### config.mk
export PLATFORM = sky130hd
export DESIGN_NAME = pfwt_ctrl
export DESIGN_NICKNAME = d
export VERILOG_FILES = /design/src/hdl/pfwt_pkg.sv /design/src/hdl/pfwt_ctrl.sv
export SDC_FILE = /design/constraint.sdc
export NUM_CORES = 1
export LEC_CHECK = 0
export ABC_AREA = 0
export BUFFER_PORTS_ARGS = -buffer_cell sky130_fd_sc_hd__buf_4
export CAP_MARGIN = 20
export CORE_AREA = 8 8 45 47
export DETAILED_ROUTE_END_ITERATION = 12
export DIE_AREA = 0 0 53 55
export PLACE_DENSITY = 0.73
export REMOVE_ABC_BUFFERS = 1
export SLEW_MARGIN = 20
export SYNTH_ARGS = -nofsm -noshare
export SYNTH_HDL_FRONTEND = slang
export SYNTH_SLANG_ARGS = --single-unit
### constraint.sdc
create_clock -name clk_i -period 1.92 [get_ports clk_i]
set_input_delay 0.48 -clock clk_i [delete_from_list [all_inputs] [get_ports clk_i]]
set_output_delay 0.48 -clock clk_i [all_outputs]
set_load 0.1 [all_outputs]
### src/hdl/pfwt_pkg.sv
// Package: shared types, constants and operation codes for the page fault tracker.
`timescale 1ns / 1ps
package pfwt_pkg;

  localparam int unsigned AddrW     = 48;
  localparam int unsigned CntW      = 31;
  localparam int unsigned MissW     = 32;
  localparam int unsigned SetW      = 11;
  localparam int unsigned PageShift = 12;
  localparam int unsigned DefMaxPages = 1024;
  localparam int unsigned DefTopCount = 5;

  localparam logic [CntW-1:0]  CntMax  = {CntW{1'b1}};
  localparam logic [MissW-1:0] MissMax = {MissW{1'b1}};
  localparam logic [SetW-1:0]  SetMax  = {SetW{1'b1}};

  localparam logic [1:0] OpStart = 2'd0;
  localparam logic [1:0] OpFault = 2'd1;
  localparam logic [1:0] OpQuery = 2'd2;
  localparam logic [1:0] OpClose = 2'd3;

  localparam logic [1:0] SelTotal = 2'd0;
  localparam logic [1:0] SelRead  = 2'd1;
  localparam logic [1:0] SelWrite = 2'd2;

  localparam logic [1:0] RegMode = 2'd0;
  localparam logic [1:0] RegBase = 2'd1;
  localparam logic [1:0] RegEnd  = 2'd2;

  typedef struct packed {
    logic [1:0]       operation;
    logic [AddrW-1:0] fault_address;
    logic             is_write;
    logic [1:0]       list_select;
  } req_t;

  typedef struct packed {
    logic             in_window;
    logic [MissW-1:0] total_misses;
    logic [SetW-1:0]  read_set_size;
    logic [SetW-1:0]  write_set_size;
    logic [SetW-1:0]  unused_pages;
    logic             entry_valid;
    logic [2:0]       rank;
    logic [AddrW-1:0] page_address;
    logic [CntW-1:0]  page_count;
    logic             last;
  } rsp_t;

  // Controller to datapath commands.
  typedef struct packed {
    logic load_req;    // capture request
    logic clr_scal;    // clear counters
    logic clr_wr;      // write zeros at scan index
    logic rd;          // read tables at scan or fault index
    logic use_fault;   // address tables by fault index
    logic fault_upd;   // apply fault update from read data
    logic scan_step;   // consume read data of scan
    logic idx_clr;     // reset scan index and top list
    logic idx_inc;     // advance scan index
    logic unused_cnt;  // count untouched page
    logic unused_ld;   // load unused total
    logic emit_load;   // load output register
    logic emit_query;  // output register shows query entry
    logic rank_inc;    // advance emit rank
  } cmd_t;

  typedef struct packed {
    logic scan_done;   // scan index reached span
    logic clr_done;    // clear index reached MaxPages
    logic rank_last;   // emit rank is final
    logic out_busy;    // output register holds an unread result
  } sts_t;

endpackage

### src/hdl/pfwt_ctrl.sv
// Controller: sequences start, fault, query and close over the datapath.
`timescale 1ns / 1ps
module pfwt_ctrl (
  input  logic              clk_i,
  input  logic              rst_ni,
  input  logic              in_valid_i,
  input  logic [1:0]        op_i,
  output logic              in_stall_o,
  input  pfwt_pkg::sts_t    sts_i,
  output pfwt_pkg::cmd_t    cmd_o
);
  import pfwt_pkg::*;

  localparam logic [2:0] StIdle  = 3'd0;
  localparam logic [2:0] StDisp  = 3'd1;
  localparam logic [2:0] StFRd   = 3'd2;
  localparam logic [2:0] StFUpd  = 3'd3;
  localparam logic [2:0] StClr   = 3'd4;
  localparam logic [2:0] StScan  = 3'd5;
  localparam logic [2:0] StEmit  = 3'd6;

  logic [2:0] state_q, state_d;
  logic [1:0] op_q;
  logic       pend_q, pend_d;  // read data waiting for scan consumption

  always_ff @(posedge clk_i or negedge rst_ni) begin
    if (!rst_ni) begin
      state_q <= StIdle; op_q <= OpStart; pend_q <= 1'b0;
    end else begin
      state_q <= state_d; pend_q <= pend_d;
      if (state_q == StIdle && in_valid_i) op_q <= op_i;
    end
  end

  assign in_stall_o = (state_q != StIdle);

  always_comb begin
    state_d = state_q;
    pend_d  = 1'b0;
    cmd_o   = '0;
    unique case (state_q)
      StIdle: begin
        if (in_valid_i) begin
          cmd_o.load_req = 1'b1;
          state_d = StDisp;
        end
      end
      StDisp: begin
        cmd_o.idx_clr = 1'b1;
        unique case (op_q)
          OpStart: begin cmd_o.clr_scal = 1'b1; state_d = StClr; end
          OpFault: begin cmd_o.rd = 1'b1; cmd_o.use_fault = 1'b1; state_d = StFRd; end
          default: state_d = StScan;
        endcase
      end
      StFRd: begin
        if (!sts_i.out_busy) begin
          cmd_o.fault_upd = 1'b1;
          state_d = StFUpd;
        end
      end
      // Report after the counters settle.
      StFUpd: begin
        cmd_o.emit_load = 1'b1;
        state_d = StIdle;
      end
      StClr: begin
        if (sts_i.clr_done) begin
          if (!sts_i.out_busy) begin
            cmd_o.emit_load = 1'b1;
            state_d = StIdle;
          end
        end else begin
          cmd_o.clr_wr  = 1'b1;
          cmd_o.idx_inc = 1'b1;
        end
      end
      StScan: begin
        if (pend_q) begin
          cmd_o.scan_step  = (op_q == OpQuery);
          cmd_o.unused_cnt = (op_q == OpClose);
        end
        if (!sts_i.scan_done) begin
          cmd_o.rd = 1'b1; cmd_o.idx_inc = 1'b1; pend_d = 1'b1;
        end else if (!pend_q) begin
          if (op_q == OpClose) begin
            if (!sts_i.out_busy) begin
              cmd_o.unused_ld = 1'b1;
              state_d = StFUpd;
            end
          end else state_d = StEmit;
        end
      end
      StEmit: begin
        if (!sts_i.out_busy) begin
          cmd_o.emit_load  = 1'b1;
          cmd_o.emit_query = 1'b1;
          cmd_o.rank_inc   = 1'b1;
          if (sts_i.rank_last) state_d = StIdle;
        end
      end
      default: state_d = StIdle;
    endcase
  end
endmodule

* After elaboration in Yosys (flattened, before gate mapping)
Cells that the tools add are included.
** Storage, ports and cells
- Register bits :: 6
- Input port bits :: 9
- Output and inout bits :: 15
- Word-level logic and storage cells :: 61
** Operators by class
- Equality and inequality tests :: 16
- Multiplexer cells :: 37
- Reductions and logical operators :: 5
** Operator list (number)
- 3-bit 2-to-1 mux :: 10
- 1-bit 2-to-1 mux :: 19
- 3-bit one-hot mux with 6 select lines :: 1
- 2-bit != test, second input constant :: 7
- 3-bit == test, second input constant :: 3
- 7-bit AND reduction :: 1
- 3-bit by 2-bit == test with 1-bit output, second input constant :: 2
- 2-bit 2-to-1 mux :: 3
- 3-bit one-hot mux with 2 select lines :: 1
- 2-bit == test, second input constant :: 2
- 1-bit one-hot mux with 2 select lines :: 2
- 3-bit by 1-bit == test with 1-bit output, second input constant :: 1
- 3-bit zero test :: 1
- 1-bit one-hot mux with 3 select lines :: 1
- 3-bit nonzero test :: 1
- 2-bit by 1-bit == test with 1-bit output, second input constant :: 1
- 2-bit zero test :: 1
- 1-bit logical AND :: 1

* Depth between registers and ports, before layout
- Depth in word-level cells :: 5
- Depth in mapped cells :: 5
- Gate-level depth less buffers :: 4

* Worst setup path before layout
Ideal clock, no wire load.
- Path kind :: flip-flop to output port
- Start point :: register state_q[1]
- End point :: output cmd_o[5] (netlist bit)
- Arrival :: 4.373 ns
- Required time :: 1.440 ns
- Slack :: -2.933 ns
- Cell stages (with the launch flop) :: 4
- Buffers on the path :: 1
- Cells stage by stage :: dfrtp_1 -> buf_6 -> nor4_1 -> or2_1
** RTL lines
- start, declared :: line pfwt_ctrl.sv:22 : logic [2:0] state_q, state_d;
- start signal, assigned :: line pfwt_ctrl.sv:30 : state_q <= state_d; pend_q <= pend_d;
- end, declared :: line pfwt_ctrl.sv:10 : output pfwt_pkg::cmd_t cmd_o

==> results by stage <==
Floorplan:
- The initial standard-cell utilization of the core is 0.371.
- From bottom edge to top edge, the die measures 55 µm.
- In this run the standard cell core region covers 1380 µm².
- The initialized floorplan defines 14 standard-cell rows.
- The die covers 2920 µm².
- 24 I/O pins were placed.
- The die is 53 µm wide.

Clock network:
- CTS built an H-tree with a depth of 1.
- After clock tree synthesis, the clock-pin slew on the worst setup and hold paths is 40 ps.
- The count of hold-fix buffers inserted at cts is 0.
- The clock latency at the later pin of the worst-skew pair is 240 ps.
- TritonCTS created 3 clock buffers.
- The TritonCTS sink count is 6.
- The longest clock path from root to sink contains 2 buffers.
- The tree is rooted in a clkbuf_4.
- The TritonCTS clock tree is yes.

Detailed routing:
- Dividing the detail-routed wire length by the instance count gives 14.6 µm.
- The routed design has 1.52 mm of wire.
- The total vias in the final route is 527.
- Once detail routing completed, the nets flagged for antenna violations numbered 0.
- The first-pass detailed-route iteration total is 2.
- In the routed design, unresolved DRC markers number 0.
- The detailed router finished its first iteration with 4 violations.
- The ratio of routed vias to standard cells is 5.07.

Synthesis:
- The number of different library cells used by synthesis comes to 28.
- The cell taking the most area after synthesis is dfrtp_1.
- The post-synthesis register bit count is 6.
- The total number of yosys warnings is 0.
- By area the synthesized netlist is led by dfrtp_1, mux2_1, nor2_1, mux2i_1, nand3b_4.
- The cell area after technology mapping is 513 µm².
- The number of instances in the synthesized netlist is 59.
- A synthesized cell averages 8.69 µm².
- The proportion of synthesized chip area in sequential cells is 0.293.
- The share of Yosys cell area claimed by the top area cell type is 0.293.

Timing:
- The normalized max-slew margin is 0.765.
- At the pin with the least slew margin, the transition time is 353 ps.
- Setup repair after global routing could not meet its margin everywhere.
- Derived from the worst setup path, the maximum achievable clock frequency is 514 MHz.
- The final-report hold violation count came to 0.
- The final max-slew violation count was 0.
- The routed design could run at a clock period as short as 1940 ps.
- Of the available clock period, the critical path in the final layout requires 1.01.
- Setup violations remaining at the end of the flow were counted as 2.
- The clock tree skew after final layout is 3.74 ps.
- The worst path setup slack after routing is -23.9 ps.

Layout:
- The number of antenna diodes in the final layout is 0.
- The share of cells above drive strength 1 is 0.557.
- The number of nets in the finished design is 99.
- The post-synthesis to final-layout area growth is 68.3%.

GRT:
- The first global-routing pass estimated 2.36 mm of wire.
- The remaining global-route overflow is 0.
- The initial antenna violation count is 0.
- The pin count of the biggest net entering global routing is 10.
- The number of global-route vias before repair was 541.
- In the global route stage, overall resource usage came out at 0.107.

Setup path:
- The worst register-to-register path ends at state_q[2].
- On the worst path, the slowest cell contributes a delay of 440 ps.
- The critical path's top delay family is simple AND/OR/NAND/NOR gates.
- The setup slack on the worst flop-to-flop path is 200 ps.
- STA classifies the critical path startpoint as a flip-flop.
- The library cell contributing the largest single delay on the critical path is dfrtp_2.
- Data on the critical path is required at its endpoint by 1440 ps.
- Walking the worst path, the cells encountered are nand2b_4 -> nor2_2 -> nand3_1 -> nor2_1 -> buf_6.
- The endpoint class of the critical path is a primary output.
- The worst register-to-register path has a depth of 6.
- For the worst setup path, the data arrival time is 1460 ps.
- The count of buffer and inverter cells on the critical path is 1.
- The top fanout value on the critical path is 6.
- The classification of the worst setup path is flip-flop to primary output.
- The launch instance of the worst register-to-register path is state_q[1].

Placed design:
- The worst slack after detailed placement is 62.7 ps.
- Once detailed placement completed, the half-perimeter wirelength came to 1.20 mm.
- The number of I/O port buffers is 23.
- The last weighted congestion value of the routability-driven placer is 0.788.

Min path:
- The worst hold path belongs to the class input pin to async pin.

Outcome:
- The flow ran to the end, but the final reports show violations.
- The checks that failed: setup timing.

Run:
- The total of max-cap violations is 0.
[through the flow]
stage | area, µm² | utilization | instances | hold slack, ps | TNS [ps]
after CTS | 816 | 0.590 | 104 | 28.8 | -18.3
after global routing | 863 | 0.624 | 104 | 29.1 | -458
after global placement | 722 | 0.522 | 100 | 289 | 0
final | 863 | 0.624 | 104 | 38.5 | -45.9
after floorplan | 484 | - | 55 | 184 | -19630
after detailed placement | 722 | 0.522 | 100 | 288 | 0
[cell usage in the layout (no fill, tap or decap), types with 2 or more instances in the layout]
master and count:
buf_4 22, dfrtp_2 3, nor2_4 2, or2_1 2, buf_6 3, nand3_1 2, mux2i_1 3, dfrtp_1 3
nor2_1 7, nor4_2 2, nor2_2 3, buf_12 4, mux2_1 4, inv_1 4, a21oi_1 2, clkbuf_4 3
nand2_1 3, o22ai_1 2
[how the worst max path moves through the flow]
stage	startpoint	cells past startpoint	slack [ps]	endpoint
finish	state_q[1]	5	-20	cmd_o[7]
global route	state_q[1]	5	-90	cmd_o[4]
CTS	state_q[2]	4	-20	cmd_o[10]
detailed placement	sts_i[0]	5	60	cmd_o[2]
global placement	sts_i[0]	5	90	cmd_o[2]
floorplan	state_q[2]	3	-3110	cmd_o[5]
[sequential cells by signal, indices dropped and copies added, names as in the netlist]
signal / cells
pend_q: 1
op_q: 2
state_q: 3
[Yosys cell counts, drive strengths merged]
library cell and count:
nor2 12, dfrtp 6, inv 5, buf 4
mux2 4, mux2i 3, nand2 3, nand2b 3
nor4 3, a21oi 2, nand3 2, o22ai 2
or2 2, a2bb2oi 1, a32o 1, and3 1
and3b 1, nand3b 1, nor2b 1, o221a 1
o22a 1
[layout make-up]
class | instances | area [µm²]
Timing Repair Buffer | 30 | 294
Tap cell | 16 | 20.0
Inverter | 5 | 18.8
Multi-Input combinational cell | 44 | 354
Fill cell | 118 | 520
Sequential cell | 6 | 154
Clock buffer | 3 | 22.5
[metal layers]
metal | GRT usage | wire length, µm
met1 | 0.108 | 598
met2 | 0.197 | 812
met3 | 0.0321 | 105
met4 | 0.0517 | 4
met5 | 0 | 0
[kinds of logic (layout without fill, tap and decap cells)]
| family | count (synthesis) | count (layout) | share of synthesized area |
|---|---|---|---|
| muxes | 7 | 7 | 0.146 |
| and+or+nand+nor | 29 | 29 | 0.349 |
| AOI/OAI and AO/OA | 8 | 8 | 0.120 |
| DFF | 6 | 6 | 0.293 |
| buffers and inverters | 9 | 38 | 0.0927 |
[timing repair]
item                       in CTS  in global routing
setup endpoints to repair      11                 10
hold endpoints to repair        0                  0
setup buffers                   1                  0
pin swaps                       0                  1
resized for setup              17                 11
Power is left out: the tool's default activity adds up to more than one toggle a clock period on the data nets, which glitch-free logic cannot reach.
